## src/rbta_ram.sv

```systemverilog
module rbta_ram #(
  parameter int unsigned Width = 8,
  parameter int unsigned Depth = 64
) (
  input  logic                     clk_i,
  input  logic                     we_i,
  input  logic [$clog2(Depth)-1:0] waddr_i,
  input  logic [Width-1:0]         wdata_i,
  input  logic [$clog2(Depth)-1:0] raddr_i,
  output logic [Width-1:0]         rdata_o
);

  logic [Width-1:0] mem_q [Depth];

  always_ff @(posedge clk_i) begin
    if (we_i) begin
      mem_q[waddr_i] <= wdata_i;
    end
    rdata_o <= mem_q[raddr_i];
  end

endmodule

```

## config.mk

```make
export PLATFORM = sky130hd
export DESIGN_NAME = rbta_ram
export DESIGN_NICKNAME = d
export VERILOG_FILES = /design/src/rbta_ram.sv
export SDC_FILE = /design/constraint.sdc
export NUM_CORES = 1
export LEC_CHECK = 0
export ABC_AREA = 1
export BUFFER_PORTS_ARGS = -buffer_cell sky130_fd_sc_hd__buf_2
export CORE_MARGIN = 2
export CORE_UTILIZATION = 40
export CTS_CLUSTER_SIZE = 30
export DETAILED_ROUTE_END_ITERATION = 12
export PLACE_DENSITY = 0.64
export SETUP_SLACK_MARGIN = 0.2
export SYNTH_ARGS = -nofsm -noshare
export SYNTH_HDL_FRONTEND = slang
export SYNTH_SLANG_ARGS = --single-unit
```

## constraint.sdc

```tcl
create_clock -name clk_i -period 2.2 [get_ports clk_i]
set_input_delay 0.44 -clock clk_i [delete_from_list [all_inputs] [get_ports clk_i]]
set_output_delay 0.44 -clock clk_i [all_outputs]
set_load 0.01 [all_outputs]
```

Word level (Yosys, flattened, before mapping)
Memories as Yosys holds them, arrays and structs flattened. A register that Yosys moved wholly into a read port is not among the register bits.
Cells that the tools add are included.
Storage, ports and cells
  bits in read-only memories: 0
  logic and storage cells: 3
  register bits after elaboration: 0
  output and inout bits: 8
  bits of input ports: 22
  memory bits (writable): 512
  bits in latches: 0
  memories kept: 1
Cells by class
  div/mod/pow operators: 0
  mux-type cells: 2
  reductions and logical operators: 0
  shift-type cells: 0
  order comparisons: 0
  equality and inequality tests: 0
  $add $sub $neg: 0
  multipliers: 0
  bitwise gates (word level): 0
Memory list
  mem_q: words 64, width 8, read ports 1, clocked after Yosys merged registers in 1, write ports 1, line 13  | logic [Width-1:0] mem_q [Depth];
Operator list (count)
  1-bit 2-to-1 mux: 2

Logic depth before layout (Yosys ltp)
  word-level depth: 2
  mapped depth: 12
  gate-level depth less buffers: 9

Worst setup path after synthesis
No wires, ideal clock.
  path kind: input to register
  start point: in we_i
  end point: mem mem_q[48][0], enable pin
  required time: 1805 ps
  path buffers: 1
  setup time: 395 ps
  slack: -6 ps
  stages: 3
  data arrival time: 1811 ps
  cells stage by stage: clkbuf_1 -> nand4_1 -> nor4_1
Between the ends
  longest elaborated chain between the ends: 2
RTL lines
  start, declared: line 6  | input logic we_i,
  1-bit 2-to-1 mux: line 16  | if (we_i) begin
  1-bit 2-to-1 mux (not written as such): line 17  | mem_q[waddr_i] <= wdata_i;
  end, declared: line 13
No other way between the ends.

Worst setup path after layout
  start point: reg rdata_o[1], read port of mem_q
  end point: out rdata_o[1]
RTL lines
  start, declared: line 10  | output logic [Width-1:0] rdata_o
No word-level cell between the ends.

==> summary.txt <==
Run status
  – Status: complete, no violations

Route
  – DRC viols: 0
  – Via/cell ratio: 5.348
  – 1st-pass router iterations: 7
  – Total Wirelength: 53.48 mm
  – Initial DRC Count: 1548
  – Post-DRT Antenna Nets: 0
  – Drt wl/cell: 20.36 um
  – Total number of vias: 14040

Synthesis
  – Yosys warns: 0
  – Synthesized area: roughly 21000 sq um
  – Seq cells post-synth: 520
  – Synth Flop Type: edfxtp_1
  – Mean Syn Cell Area: around 12 sq um
  – Top-area cell type share of the netlist area: 72.05%
  – Synth area leaders: edfxtp_1, nand2_1, nand3_1
  – Synth async-reset ratio: 0%
  – Seq/Total Area, Yosys: 72.80%
  – Net Count, Synth: 1827
  – Cell count after synthesis: 1805
  – Library cells used by synthesis: 16
  – Largest area contributor in the netlist: edfxtp_1
  – Number of synthesized flops with an enable pin: 512

Power and ir drop
  – Sw power: ~4.6 mW
  – P per Cell Area: 851.8 nW/um^2
  – Combinational power share: 6.5%
  – IR drop worst, VDD: roughly 0.6 mV
  – Clock share of power: between 40% and 50%
  – Sw Ratio: 22.33%
  – Part of the power in registers: 53.0%
  – Int Power: 16.11 mW
  – Leak pwr: roughly 8.9 nW

Setup path
  – CP Cell Sequence: buf_2
  – Crit path launch type: flop
  – Register-to-Register Path Depth: 8
  – CP bufs+invs: 1
  – CP delay by family, top: flip-flops
  – Worst Path Class, Setup: flop to primary output
  – Critical path peak fanout: 1
  – Critical Path AT: between 1 and 1.5 ns
  – Req. time, crit path: 1.76 ns
  – Crit end category: primary output
  – CP max-delay cell: dfxtp_1
  – Levels on crit path: 1
  – Max stage delay on crit path: 0.44 ns

Cells and area
  – Nets@finish: 1918
  – Final Util: 46.25%
  – Cell Count, Final, Fillers Out: 2626
  – Most frequent cells in the layout: nand2_1, edfxtp_1, nand3_1
  – Area growth, synth to finish: 14.11%
  – Filler cells: between 4000 and 5000
  – Commonest non-fill, non-tap cell in the layout: nand2_1
  – Share of layout cells above drive strength 1: 11.32%

Job
  – Max-Cap Viols: 0

Clock network
  – CTS sink cnt: 520
  – CTS Buffer Depth: 3
  – Post-CTS sizing: 0
  – Setup repair bufs after CTS: 0
  – TritonCTS Buffers: 53
  – Worst-path clk slew: 0.06 ns
  – Worst-skew pair later-pin latency: 0.61 ns
  – Hold Buf Count CTS: 0
  – Clock root cell: clkbuf_16
  – CTS tree: built
  – H-Tree Depth: 2

Floorplanning
  – Initial Util: 40.53%
  – IO Count: 30
  – Horiz. Die Dim: 235.0 um
  – Row cnt: 84
  – Die ar.: 55210 sq um
  – CORE AREA: 52660 sq um
  – Die height: 235.0 um

Hold path
  – Hold depth: 3
  – Hold Path Class: primary input to flop

Placed design
  – Placed insts: 2529
  – Gpl congestion: 0.8883
  – IO Port Bufs: 29
  – DP HPWL: 31.56 mm

Timing
  – Worst slew pin tran: between 0.7 and 0.8 ns
  – Max Freq: 599.6 MHz
  – Slew HR: 47.30%
  – Final hold slack: 0.2080 ns
  – Final Hold Viols: 0
  – Endpoints failing setup: 0
  – Skew final: 0.02206 ns
  – Final min period: 1.668 ns
  – Slew Viols, Final: 0
  – Fin crit share: around three quarters
  – RSZ-0062 raised after global routing: false

Global routing
  – Grt ovf: 0
  – Initial antenna violation count: 2
  – Vias in the first global route: roughly 13000
  – First-pass GRT wire length: 81.15 mm
  – Largest net degree at the start of global routing: 84
  – Global-route usage over all layers: 19.10%
## stage by stage
stage | worst slack [ns] | area (sq um) | power, mW | setup TNS, ns
final | 0.5322 | 24350 | 20.74 | 0
after global routing | 0.4847 | 24340 | 21.38 | 0
after CTS | 0.5234 | 24340 | 20.87 | 0
after detailed placement | 0.1703 | 22750 | 12.56 | 0
after global placement | 0.1863 | 22750 | 12.54 | 0
after floorplan | -0.006116 | 21340 | 11.97 | -0.3913
## cell usage after synthesis, types with 8 or more instances
cell,instances
buf_1,10
edfxtp_1,512
clkbuf_1,15
nand4_1,9
buf_2,37
inv_1,10
buf_4,14
nor2_1,56
dfxtp_1,8
buf_6,35
nor4_1,8
nand2_1,648
nand3_1,439
## metal layers
layer / global-route usage (%) / part of all wire (%) / up-vias
li1: - / - / 6533
met1: 27.06 / 44 / 6878
met4: 6.118 / 2.5 / 2
met3: 4.135 / 7.9 / 105
met5: 0 / 0.024 / -
met2: 29.39 / 46 / 525
## cells by family after synthesis
group	count (synthesis)	synth area share, %
simple gates	1160	23.18
buf+inv	125	4.022
flops	520	72.80
## power groups by stage
stage | Clock [mW] | Combinational (mW) | Sequential, mW
2_1_floorplan | 0 | 0.771 | 11.2
3_3_place_gp | 0 | 1.34 | 11.2
3_5_place_dp | 0 | 1.35 | 11.2
4_1_cts | 8.52 | 1.36 | 11.0
5_1_grt | 8.90 | 1.48 | 11.0
6_report | 8.38 | 1.36 | 11.0
## final cells by class
cell class,instances,area [sq um],share of cell area (%)
diodes,3,7.507,0.03083
flip-flops and latches,520,15530,63.80
inverters,12,52.55,0.2158
clock buffers,67,1421,5.837
clock inverters,27,172.7,0.7091
well taps,688,860.8,3.535
multi-input cells,1160,4946,20.31
repair buffers,149,1355,5.565
## state kept, by name, indices dropped and copies added, names as in the netlist
register,count
rdata_o,8
mem_q,512
## final timing paths
kind | startpoint | to | slack (ns)
worst max-delay path | rdata_o[1] | rdata_o[1] | 0.53
worst min-delay path | raddr_i[5] | rdata_o[7] | 0.21
worst max register to register | mem_q[41][2] | rdata_o[2] | 0.78
worst min register to register | mem_q[60][7] | rdata_o[7] | 0.85
Power figures use the tool's default switching activity.
