<file path="config.mk">
export PLATFORM = sky130hd
export DESIGN_NAME = rbta_row_upd
export DESIGN_NICKNAME = d
export VERILOG_FILES = /design/src/rbta_pkg.sv /design/src/rbta_row_upd.sv
export SDC_FILE = /design/constraint.sdc
export NUM_CORES = 1
export LEC_CHECK = 0
export BUFFER_PORTS_ARGS = -buffer_cell sky130_fd_sc_hd__buf_2
export CAP_MARGIN = 20
export CORE_AREA = 2 2 202 204
export DETAILED_ROUTE_END_ITERATION = 6
export DIE_AREA = 0 0 204 206
export PLACE_DENSITY = 0.46
export SLEW_MARGIN = 10
export SYNTH_ARGS = -nofsm -noshare
export SYNTH_HDL_FRONTEND = slang
export SYNTH_SLANG_ARGS = --single-unit
</file>
<file path="constraint.sdc">
create_clock -name vclk -period 5.2
set_input_delay 1.04 -clock vclk [all_inputs]
set_output_delay 1.04 -clock vclk [all_outputs]
set_load 0.01 [all_outputs]
</file>
<file path="src/rbta_pkg.sv">
package rbta_pkg;

  // Default grid side; storage is GRID_MAX rows of GRID_MAX cells
  localparam int unsigned RBTA_GRID_MAX = 64;

  // Request modes
  localparam logic [1:0] MODE_WRITE = 2'd0;
  localparam logic [1:0] MODE_RUN   = 2'd1;
  localparam logic [1:0] MODE_READ  = 2'd2;

  // Cell codes
  localparam logic [1:0] CELL_EMPTY = 2'd0;
  localparam logic [1:0] CELL_RED   = 2'd1;
  localparam logic [1:0] CELL_BLUE  = 2'd2;
  localparam logic [1:0] CELL_BAD   = 2'd3;

  // Configuration register indexes
  localparam logic [1:0] CFG_GRID_SIZE = 2'd0;
  localparam logic [1:0] CFG_TILE_SIZE = 2'd1;
  localparam logic [1:0] CFG_THRESHOLD = 2'd2;
  localparam logic [1:0] CFG_MAX_ITER  = 2'd3;

  localparam int unsigned RBTA_PCT   = 100;
  localparam int unsigned RBTA_CFG_W = 7;
  localparam int unsigned RBTA_TT_W  = 2 * RBTA_CFG_W;
  localparam int unsigned RBTA_BND_W = 3 * RBTA_CFG_W;
  localparam int unsigned RBTA_MIN_SIDE = 2;

  typedef enum logic [3:0] {
    ST_IDLE,
    ST_CELL_RD,
    ST_CELL_DT,
    ST_INIT_TT,
    ST_INIT_BND,
    ST_CHK_RD,
    ST_CHK_DT,
    ST_CHK_WAIT,
    ST_RED_RD,
    ST_RED_DT,
    ST_BLU_RD,
    ST_BLU_DT,
    ST_BLU_LAST,
    ST_RESP
  } rbta_state_e;

  typedef struct packed {
    logic start;       // clear the hit flag
    logic row_vld;     // a grid row is on the data bus
    logic band_first;  // first row of a tile band
    logic band_last;   // last row of a tile band: sweep columns after it
  } rbta_tile_ctl_t;

  typedef struct packed {
    logic busy;
    logic hit;
  } rbta_tile_sts_t;

endpackage

</file>
<file path="src/rbta_row_upd.sv">
module rbta_row_upd
  import rbta_pkg::*;
#(
  parameter int unsigned GridMax = RBTA_GRID_MAX
) (
  input  logic                           is_red_i,
  input  logic [$clog2(GridMax+1)-1:0]   side_i,
  input  logic [GridMax-1:0][1:0]        prev_i,
  input  logic [GridMax-1:0][1:0]        cur_i,
  input  logic [GridMax-1:0][1:0]        next_i,
  output logic [GridMax-1:0][1:0]        row_o,
  output logic                           changed_o
);

  localparam int unsigned SideW = $clog2(GridMax + 1);
  localparam int unsigned IdxW  = $clog2(GridMax);

  logic [1:0] last_cell;
  logic [1:0] mover;
  logic [1:0] behind;
  logic [1:0] ahead;

  // Cell at the wrap column of the active grid
  assign last_cell = cur_i[IdxW'(side_i - SideW'(1))];
  assign mover     = is_red_i ? CELL_RED : CELL_BLUE;

  always_comb begin
    row_o     = cur_i;
    changed_o = 1'b0;
    behind    = CELL_EMPTY;
    ahead     = CELL_EMPTY;
    for (int c = 0; c < GridMax; c++) begin
      if (is_red_i) begin
        behind = (c == 0) ? last_cell : cur_i[(c + GridMax - 1) % GridMax];
        ahead  = (SideW'(c + 1) == side_i) ? cur_i[0] : cur_i[(c + 1) % GridMax];
      end else begin
        behind = prev_i[c];
        ahead  = next_i[c];
      end
      if (SideW'(c) < side_i) begin
        if (cur_i[c] == mover && ahead == CELL_EMPTY) begin
          row_o[c]  = CELL_EMPTY;
          changed_o = 1'b1;
        end else if (cur_i[c] == CELL_EMPTY && behind == mover) begin
          row_o[c]  = mover;
          changed_o = 1'b1;
        end
      end
    end
  end

endmodule

</file>
# Word-level counts from Yosys, hierarchy flattened
# Index checks and enable logic that the tools add are counted.
[totals]
output_inout_bits = 129
ff_bits = 0
wordCells = 1091
in_bits = 392
[classes]
magnitude_cmp = 65
n_eq_ne = 191
n_addsub = 1
n_reduce_logical = 256
muxes = 578
[ops]
columns = ["op", "count"]
rows = [
  ["$mux 2", 385],
  ["$eq 2x2->1", 128],
  ["$logic_not 2->1", 128],
  ["$eq 6x7->1 const A", 32],
  ["$lt 6x7->1 const A", 32],
  ["$mux 1", 192],
  ["$logic_and 1x1->1", 128],
  ["$eq 5x7->1 const A", 16],
  ["$lt 5x7->1 const A", 16],
  ["$eq 4x7->1 const A", 8],
  ["$lt 4x7->1 const A", 8],
  ["$eq 3x7->1 const A", 4],
  ["$lt 3x7->1 const A", 4],
  ["$eq 2x7->1 const A", 2],
  ["$lt 1x7->1 const A", 2],
  ["$lt 2x7->1 const A", 2],
  ["$bmux 2 s6", 1],
  ["$eq 1x7->1 const A", 1],
  ["$lt 6x7->1 const B", 1],
  ["$sub 6x1->6 const B", 1],
]

# Longest topological paths before layout
# Gate-level depths: netlist (run 1).
[depth]
depth_word = 198
mapped_depth = 14
depth_no_buf = 10

# Least setup slack after synthesis (run 1)
# OpenSTA, ideal clock, no wires.
[synth_timing]
path_kind = "input port to output port"
from = "input port side_i[1]"
to = "output port changed_o"
n_path_buf = 2
t_required_ns = 4.160
slack_ns = -0.186
cell_stages = 12
arrival_ns = 4.346
path_cell_list = "clkbuf_1 -> clkbuf_1 -> inv_1 -> ha_1 -> nor3b_1 -> xnor2_1 -> mux4_2 -> mux4_2 -> mux2i_1 -> mux2_2 -> a21oi_1 -> or4_1"
[synth_via]
elab_chain_len = 198
word_cells_on_any_way = 577
cone_classes = "1 x add/sub; 64 x order compare; 64 x eq/ne; 321 x mux; 127 x reduce/logical"
[synth_rtl]
columns = ["element", "line", "source"]
rows = [
  ["start: declaration", "rbta_row_upd.sv:7", "input logic [$clog2(GridMax+1)-1:0] side_i,"],
  ["$sub 6x1->6", "rbta_row_upd.sv:24", "assign last_cell = cur_i[IdxW'(side_i - SideW'(1))];"],
  ["$bmux 2 s6", "rbta_row_upd.sv:24", ""],
  ["$mux 2 (not written as such)", "rbta_row_upd.sv:24", ""],
  ["$mux 2", "rbta_row_upd.sv:33", "if (is_red_i) begin"],
  ["$eq 2x2->1", "rbta_row_upd.sv:44", "end else if (cur_i[c] == CELL_EMPTY && behind == mover) begin"],
  ["$logic_and 1x1->1", "rbta_row_upd.sv:44", ""],
  ["$mux 1", "rbta_row_upd.sv:44", ""],
  ["$mux 1", "rbta_row_upd.sv:41", "if (cur_i[c] == mover && ahead == CELL_EMPTY) begin"],
  ["[... 182 more ...]", "--", ""],
  ["$mux 1", "rbta_row_upd.sv:41", ""],
  ["$mux 1", "rbta_row_upd.sv:40", "if (SideW'(c) < side_i) begin"],
  ["$mux 1", "rbta_row_upd.sv:44", ""],
  ["$mux 1", "rbta_row_upd.sv:41", ""],
  ["$mux 1", "rbta_row_upd.sv:40", ""],
  ["$mux 1", "rbta_row_upd.sv:44", ""],
  ["$mux 1", "rbta_row_upd.sv:41", ""],
  ["$mux 1 *", "rbta_row_upd.sv:40", ""],
  ["end: declaration", "rbta_row_upd.sv:12", "output logic changed_o"],
]
# Mark *: on every way between the ends. The rest lies on a longest branch, timed or not. The select of a mux whose other input is x is not followed.

# Worst setup path in the final report (run 1)
[layout_timing]
from = "input port side_i[4]"
to = "output port changed_o"
# The elaborated chain is that of the path after synthesis.

==> results.md, run 1 <==
* Max incr delay on CP at 0.60 ns
* Sequential-to-total area share from yosys stat at 0%
* Largest net degree at the start of global routing at 26
* Required time of the critical path at 4.16 ns
* Leading area contributor after synthesis: nor2_1
* Slowest cell on crit path: or4_4
* CP arrival at 4.12 ns
* Clock buffers at 0
* Vias in the first global route at 14550
* Proportion of layout cells with a drive suffix above 1 at 46.54%
* Reg area at 0 sq um
* Hold/Removal Path Class: in -> out
* Startpoint type of the worst setup path: primary input
* WL/cell at 26.82 um
* Delay-heaviest family, CP: simple AND/OR/NAND/NOR gates
* Tmin final at 5.163 ns
* Vias/cell at 5.512
* Crit end category: output port
* Top cells by area, synth: nor2_1 (10%), a21oi_1 (6.0%), o21a_1 (5.4%)
* Tot GR Track Use at 32.76%
* Slew of the pin with the lowest slew margin at 1.216 ns
* # DRC at 0
* Hold Path Depth at 4
* Boundary Pins at 521
* Initial antenna violation count at 4
* Warnings from Yosys at 0
* Maxcap violations at 0
* Crit-path cells: buf_6 -> buf_12 -> buf_4 -> nor4_4 -> buf_4 -> o21ai_2 -> a21oi_2 -> nor2_2 -> nor4_2 -> nand4_1 -> or4_1 -> or4_4 -> buf_6
* Seq_cells at 0
* Initial Utilization at 20.88%
* Final estimated routing congestion in global placement at 1.005
* Most common cell after layout, fill and taps aside: buf_2
* Kind of critical path: in -> out
* Post-synthesis cell type count at 81
* Area Overhead vs Synth at 77.36%
* Post-Syn Area at 8389 sq um
* Final TNS setup at 0 ns
* Final worst path period share at 99.29%
* Syn avg cell area at 6.119 sq um
* PortBufs at 521
* Status: finished clean
* Global route total overflow at 0
* WP buf/inv at 5
* Most frequent cells in the layout: buf_2 (515), buf_4 (339), nor2_1 (220)
* Pins Over Slew Limit at 0
* Vias after detailed routing at 14970
* Num rows at 74
* Final setup vio count at 0
* Die X at 204 um
* Core area at 40180 sq um
* Mapped Cells at 1371
* Nets@finish at 2579
* Die ar. at 42020 sq um
* DRT Wirelength at 72820 um
* Synthesized Nets at 1767
* Die Height at 206 um
* Share of the synthesized area in the top cell type at 9.978%
* HPWL after DPL at 63190 um
* Slew margin rel. at 17.78%
* Hold buffers post-CTS at 0
* F_max at 0.1937 GHz
* DRT Pass-1 Iters at 6
* Cell count along the critical path at 13
* Worst-path fanout max at 8
* Global-route wire length before repair at 100900 um
* Final hold violations at 0
* Initial DRC Count at 1298
* Post-DRT Antenna Nets at 0
cell type report:
type	count	area [sq um]
antenna	2	5.005
fill	4493	25300
inverter	44	165.2
multi-input combinational	1240	8150
tap	532	665.6
timing repair buffer	897	5893
per-stage QoR:
| step | hold WS (ns) | cell area, sq um | util, % | instances | worst slack [ns] |
|---|---|---|---|---|---|
| 3_3_place_gp | 2.427 | 14300 | 35.58 | 2693 | -0.8202 |
| 3_5_place_dp | 2.428 | 14320 | 35.63 | 2694 | -0.5062 |
| 6_report | 2.435 | 14880 | 37.03 | 2715 | 0.03702 |
| 2_1_floorplan | 2.173 | 8398 | - | 1371 | 0.01007 |
| 5_1_grt | 2.449 | 14870 | 37.02 | 2713 | -0.02031 |
| 4_1_cts | 2.431 | 14530 | 36.15 | 2698 | -0.004441 |
layer usage:
metal	vias up	global-route usage, %	share of wire, %
met5	-	0	0.018
met4	2	8.489	2.9
met3	88	2.302	5.6
met2	701	57.94	48
met1	7263	42.97	43
li1	6911	-	-
path summary, 6_finish.rpt:
check             slack [ns]       start        end
hold / removal          2.44  prev_i[67]  row_o[67]
setup / recovery        0.04   side_i[4]  changed_o
cell families after synthesis:
group,count (synthesis),synth area share (%)
XOR/XNOR,3,0.3133
AO/OA/AOI/OAI,425,33.84
buffers and inverters,131,6.816
multiplexers,45,6.861
adder cells (fa/ha/maj),4,0.5966
AND/OR/NAND/NOR,763,51.57
what timing repair did:
item	4_1_cts	5_1_grt
gates cloned	0	1
endpoints found under the hold margin	0	0
pin swaps	8	14
endpoints found under the setup margin	2	2
gates resized for setup	40	51
buffers inserted	4	13
Yosys cell counts, types with 6 or more instances:
library cell,instances
nor4_1,54
nand3b_1,33
a21o_1,10
buf_6,6
o211ai_1,12
o21bai_1,7
a31oi_1,40
and3b_1,10
a211oi_1,13
clkbuf_1,46
a221oi_1,6
nor3_1,40
a2111oi_0,10
nand4_1,20
nor2b_1,25
o21ai_0,66
inv_1,43
nand2b_1,46
a22oi_1,7
a211o_1,11
a21oi_1,101
nor3b_1,38
o22ai_1,13
mux4_2,9
buf_1,11
a41oi_1,9
nor2_1,223
and2_1,7
o21a_1,60
or3_1,24
buf_2,22
mux2_2,10
or3b_2,6
nand3_1,35
or2_2,13
a21boi_0,11
or4_1,14
mux2i_1,26
and3_1,12
nand2_1,86
nor4b_1,39
==> run 2: changes to the inputs <==
--- a/config.mk
+++ b/config.mk
@@ -10,7 +10,7 @@
 export CORE_AREA = 2 2 202 204
 export DETAILED_ROUTE_END_ITERATION = 6
 export DIE_AREA = 0 0 204 206
-export PLACE_DENSITY = 0.46
+export PLACE_DENSITY = 0.52
 export SLEW_MARGIN = 10
 export SYNTH_ARGS = -nofsm -noshare
 export SYNTH_HDL_FRONTEND = slang
==> run 2 against run 1 <==
Against the previous run: the flow now finishes with violations (DRC); hold slack got worse by 0.021 ns; utilization decreased by 0.76 points; non-clock buffer count shrank 31; die area unchanged; critical path depth shrank 2; fmax is 0.12% higher; sequential cell count did not move; cell area decreased by 2.0%; via count down 0.27%; cell count shrank 1.2%; count of clock-buffer cells in the layout is the same; first-iteration DRC count increased by 18%; critical path type unchanged; largest cell class unchanged.
==> results.md, run 2 (same netlist as run 1, synthesis figures left out) <==
* Max IR drop VDD at 0.00003556 V
* Seq_cells at 0
* Hold buffers post-CTS at 0
* HPWL after DPL at 62660 um
* Vias/cell at 5.562
* Clock buffers at 0
* Post-DRT Antenna Nets at 0
* Finished Layout Cells at 2683
* Global route total overflow at 0
* PortBufs at 521
* Global-route wire length before repair at 99990 um
* Core Util, Final at 36.27%
* Startpoint type of the worst setup path: primary input
* Status: complete, but fails checks
* Tmin final at 5.157 ns
* Core area at 40180 sq um
* Proportion of layout cells with a drive suffix above 1 at 45.95%
* DRT Pass-1 Iters at 7
* # DRC at 1
* Vias after detailed routing at 14920
* Die ar. at 42020 sq um
* Tot GR Track Use at 32.59%
* Area after DPL at 14040 sq um
* Final worst path period share at 99.17%
* Slew margin rel. at 14.70%
* Num rows at 74
* F_max at 0.1939 GHz
* Boundary Pins at 521
* Multi-input gate area at 8212 sq um
* Maxcap violations at 0
* WL/cell at 27.06 um
* Slew of the pin with the lowest slew margin at 1.268 ns
* Required time of the critical path at 4.16 ns
* CP arrival at 4.12 ns
* Most frequent cells in the layout: buf_2 (515), buf_4 (323), nor2_1 (219)
* Post-route cell area at 14580 sq um
* Total Power at 0.001263 W
* Crit end category: output port
* Final setup vio count at 0
* Reg area at 0 sq um
* Vias in the first global route at 14400
* Hold/Removal Path Class: in -> out
* Worst-path fanout max at 22
* Filler cells at 4496
* Most common cell after layout, fill and taps aside: buf_2
* Initial DRC Count at 1527
* DRT Wirelength at 72610 um
* Pins Over Slew Limit at 0
* Nets@finish at 2548
* Failing checks: DRC
* Inst Count DP at 2669
* Largest net degree at the start of global routing at 54
* Die X at 204 um
* Final hold violations at 0
* Kind of critical path: in -> out
* Final estimated routing congestion in global placement at 0.9834
* P per Cell Area at 86.68 nW/um^2
* Hold Path Depth at 4
* Die Height at 206 um
* Area Overhead vs Synth at 73.74%
* Initial antenna violation count at 1
* Initial Utilization at 20.88%
* Leakage power at 6.570 nW
run 2: changes by cell type in the layout (fill, tap and decap cells not counted), sizes merged:
cell,delta
buf,-30
diode,-1
dlymetal6s2s,-1
run 2: critical path, cell delays in order:
cell,delay [ns]
buf_2,0.15
buf_12,0.17
or3_1,0.42
a31oi_4,0.28
a2111oi_1,0.17
or4_1,0.62
nor4b_2,0.25
buf_4,0.14
nand4_1,0.13
or4_4,0.58
buf_6,0.15
run 2: through the flow:
stage / setup WS, ns / setup TNS [ns] / hold slack [ns]
after floorplan: 0.01007 / 0 / 2.173
after global placement: -0.4583 / -0.7981 / 2.422
after detailed placement: -0.3777 / -0.5811 / 2.415
after CTS: -0.01074 / -0.01074 / 2.417
after global routing: -0.006974 / -0.006974 / 2.460
final: 0.04338 / 0 / 2.414
run 2: metal layers:
metal	GRT usage, %	vias up	wire (um)
li1	-	6840	-
met1	42.59	7222	30970
met2	57.29	751	34680
met3	2.949	111	4661
met4	8.489	0	2290
met5	0	-	0
run 2: repair_timing:
| item | 4_1_cts | 5_1_grt |
|---|---|---|
| setup buffers | 1 | 11 |
| pin swaps | 4 | 24 |
| setup endpoints to repair | 2 | 1 |
| gates resized for setup | 35 | 57 |
| cloned | 0 | 1 |
run 2: final timing paths:
path | to | start | slack (ns)
setup / recovery | changed_o | side_i[0] | 0.04
hold / removal | row_o[108] | cur_i[108] | 2.41
run 2: cell type report:
class,count,area share [%]
Inverter,44,1.150
Tap cell,532,4.567
Multi-Input combinational cell,1240,56.34
Timing Repair Buffer,866,37.93
Antenna cell,1,0.01717
run 2: report_power, final:
part	total [W]	internal (W)	switching (W)
clock network	0.0000000000257	0.0000000000257	0
logic	0.00126	0.000548	0.000715
registers	0	0	0
No activity file was read; power rests on OpenSTA's default activity.
==> run 3: changes to the inputs <==
--- a/config.mk
+++ b/config.mk
@@ -5,12 +5,11 @@
 export SDC_FILE = /design/constraint.sdc
 export NUM_CORES = 1
 export LEC_CHECK = 0
-export BUFFER_PORTS_ARGS = -buffer_cell sky130_fd_sc_hd__buf_2
-export CAP_MARGIN = 20
 export CORE_AREA = 2 2 202 204
 export DETAILED_ROUTE_END_ITERATION = 6
 export DIE_AREA = 0 0 204 206
-export PLACE_DENSITY = 0.52
+export DONT_BUFFER_PORTS = 1
+export PLACE_DENSITY = 0.4
 export SLEW_MARGIN = 10
 export SYNTH_ARGS = -nofsm -noshare
 export SYNTH_HDL_FRONTEND = slang
==> run 3 against run 2 <==
Against the previous run: first-iteration DRC count down 11%; sequential cell count unchanged; fmax about the same; worst setup slack worse by 0.0033 ns; hold slack worse by 0.22 ns; via count down 19%; the flow now finishes without violations; combinational power down 43%; largest cell class unchanged; non-clock buffer count down 781; cell count down 29%; utilization down 13 points; wire length down 5.2%.
==> results.md, run 3 (same netlist as run 1, synthesis figures left out) <==
* Tot GR Track Use at 30.89%
* Global route total overflow at 0
* Die X at 204 um
* Hold WS at 2.199 ns
* Final TNS setup at 0 ns
* CP arrival at 4.12 ns
* Global-route wire length before repair at 92160 um
* Core area at 40180 sq um
* Final hold violations at 0
* Final estimated routing congestion in global placement at 0.9858
* WL/cell at 36.20 um
* Clock buffers at 0
* Hold Path Depth at 1
* Die ar. at 42020 sq um
* DRT Pass-1 Iters at 5
* Boundary Pins at 521
* Slowest cell on crit path: or4_1
* Most frequent cells in the layout: nor2_1 (221), a21oi_1 (101), nand2_1 (86)
* Num rows at 74
* # DRC at 0
* Max incr delay on CP at 0.66 ns
* Maxcap violations at 0
* Vias after detailed routing at 12100
* Final worst path period share at 99.23%
* Hold endpoint: row_o[86]
* Kind of critical path: in -> out
* Crit-path cells: inv_1 -> ha_2 -> nand3b_1 -> o31ai_1 -> a211o_1 -> nor3b_1 -> nand4_1 -> or4_1 -> or4_1
* Final setup vio count at 0
* Tmin final at 5.160 ns
* Vias in the first global route at 11580
* Reg area at 0 sq um
* Nets@finish at 1767
* Met3 Track Usage GR at 5.645%
* Slew margin rel. at 15.10%
* Post-DRT Antenna Nets at 0
* Most common cell after layout, fill and taps aside: nor2_1
* Status: finished clean
* Leakage power at 3.094 nW
* Required time of the critical path at 4.16 ns
* Hold_sp: cur_i[86]
* HPWL after DPL at 57730 um
* Seq_cells at 0
* PortBufs at 0
* Proportion of layout cells with a drive suffix above 1 at 11.54%
* Slew of the pin with the lowest slew margin at 1.270 ns
* Vias/cell at 6.359
* Most used cell, CP: or4_1
* Area Overhead vs Synth at 11.89%
* RSZ-0062 raised after global routing: false
* Pins Over Slew Limit at 0
* P per Cell Area at 75.90 nW/um^2
* Max IR drop VDD at 0.00002666 V
* Met2 usage at 53.52%
* Worst-path fanout max at 33
* Die Height at 206 um
* Initial DRC Count at 1361
* Total Power at 0.0007124 W
* Startpoint type of the worst setup path: primary input
* DRT Wirelength at 68850 um
* Largest net degree at the start of global routing at 217
* Initial antenna violation count at 1
* Initial Utilization at 20.88%
* Grt met1 use at 38.61%
* F_max at 0.1938 GHz
* Global route hottest layer: met2
* Crit end category: output port
* Hold/Removal Path Class: in -> out
-- run 3: cell count changes in the layout (fill, tap and decap cells not counted), moves of 4 or more --
cell | before | now
a21oi_1 | 94 | 101
nor4_1 | 49 | 54
nor4_2 | 5 | 0
buf_6 | 4 | 0
buf_4 | 323 | 80
buf_12 | 22 | 4
buf_2 | 515 | 1
a31oi_1 | 35 | 40
a31oi_2 | 4 | 0
o21ai_0 | 61 | 66
a21oi_2 | 7 | 0
-- run 3: worst max path at each step --
stage                            to  startpoint  slack (ns)  cells after the start
after floorplan           changed_o   side_i[1]        0.01                     12
after global placement    changed_o   side_i[1]        0.08                     12
after detailed placement  changed_o   side_i[0]        0.07                     11
after CTS                 changed_o   side_i[1]        0.06                     12
after global routing      changed_o   side_i[0]        0.01                     11
final                     changed_o   side_i[1]        0.04                      9
-- run 3: worst max-delay path, delay by kind of cell --
| kind | cells | cell delay, ns |
|---|---|---|
| adders and majority gates | 1 | 0.31 |
| and+or+nand+nor | 5 | 2.03 |
| AOI/OAI and AO/OA | 2 | 0.54 |
| buffers and inverters | 1 | 0.16 |
-- run 3: where the power goes --
part              internal (W)  switching, W
registers                    0             0
logic                 0.000263      0.000450
clock network  0.0000000000259             0
-- run 3: repair_timing --
| item | 4_1_cts | 5_1_grt |
|---|---|---|
| setup buffers | 0 | 0 |
| setup endpoints to repair | 0 | 1 |
| hold buffers | 0 | 0 |
| gates resized for setup | 0 | 5 |
-- run 3: layer usage --
| metal | vias to the layer above | wire [um] |
|---|---|---|
| met2 | 733 | 32710 |
| li1 | 5265 | - |
| met1 | 5987 | 27640 |
| met5 | - | 0 |
| met4 | 0 | 2698 |
| met3 | 110 | 5803 |
-- run 3: cell type report --
class / count / area, sq um
Multi-Input combinational cell: 1240 / 7868
Inverter: 44 / 165.2
Fill cell: 4652 / 30800
Timing Repair Buffer: 85 / 685.7
Tap cell: 532 / 665.6
Antenna cell: 1 / 2.502
-- run 3: stage by stage --
stage          cells  setup WS, ns  cell area (sq um)  util, %
2_1_floorplan   1371       0.01007               8398        -
4_1_cts         1901       0.06417               9360    23.29
5_1_grt         1901       0.01290               9384    23.35
3_5_place_dp    1901       0.07370               9360    23.29
3_3_place_gp    1900       0.08081               9354    23.28
6_report        1902       0.04009               9387    23.36
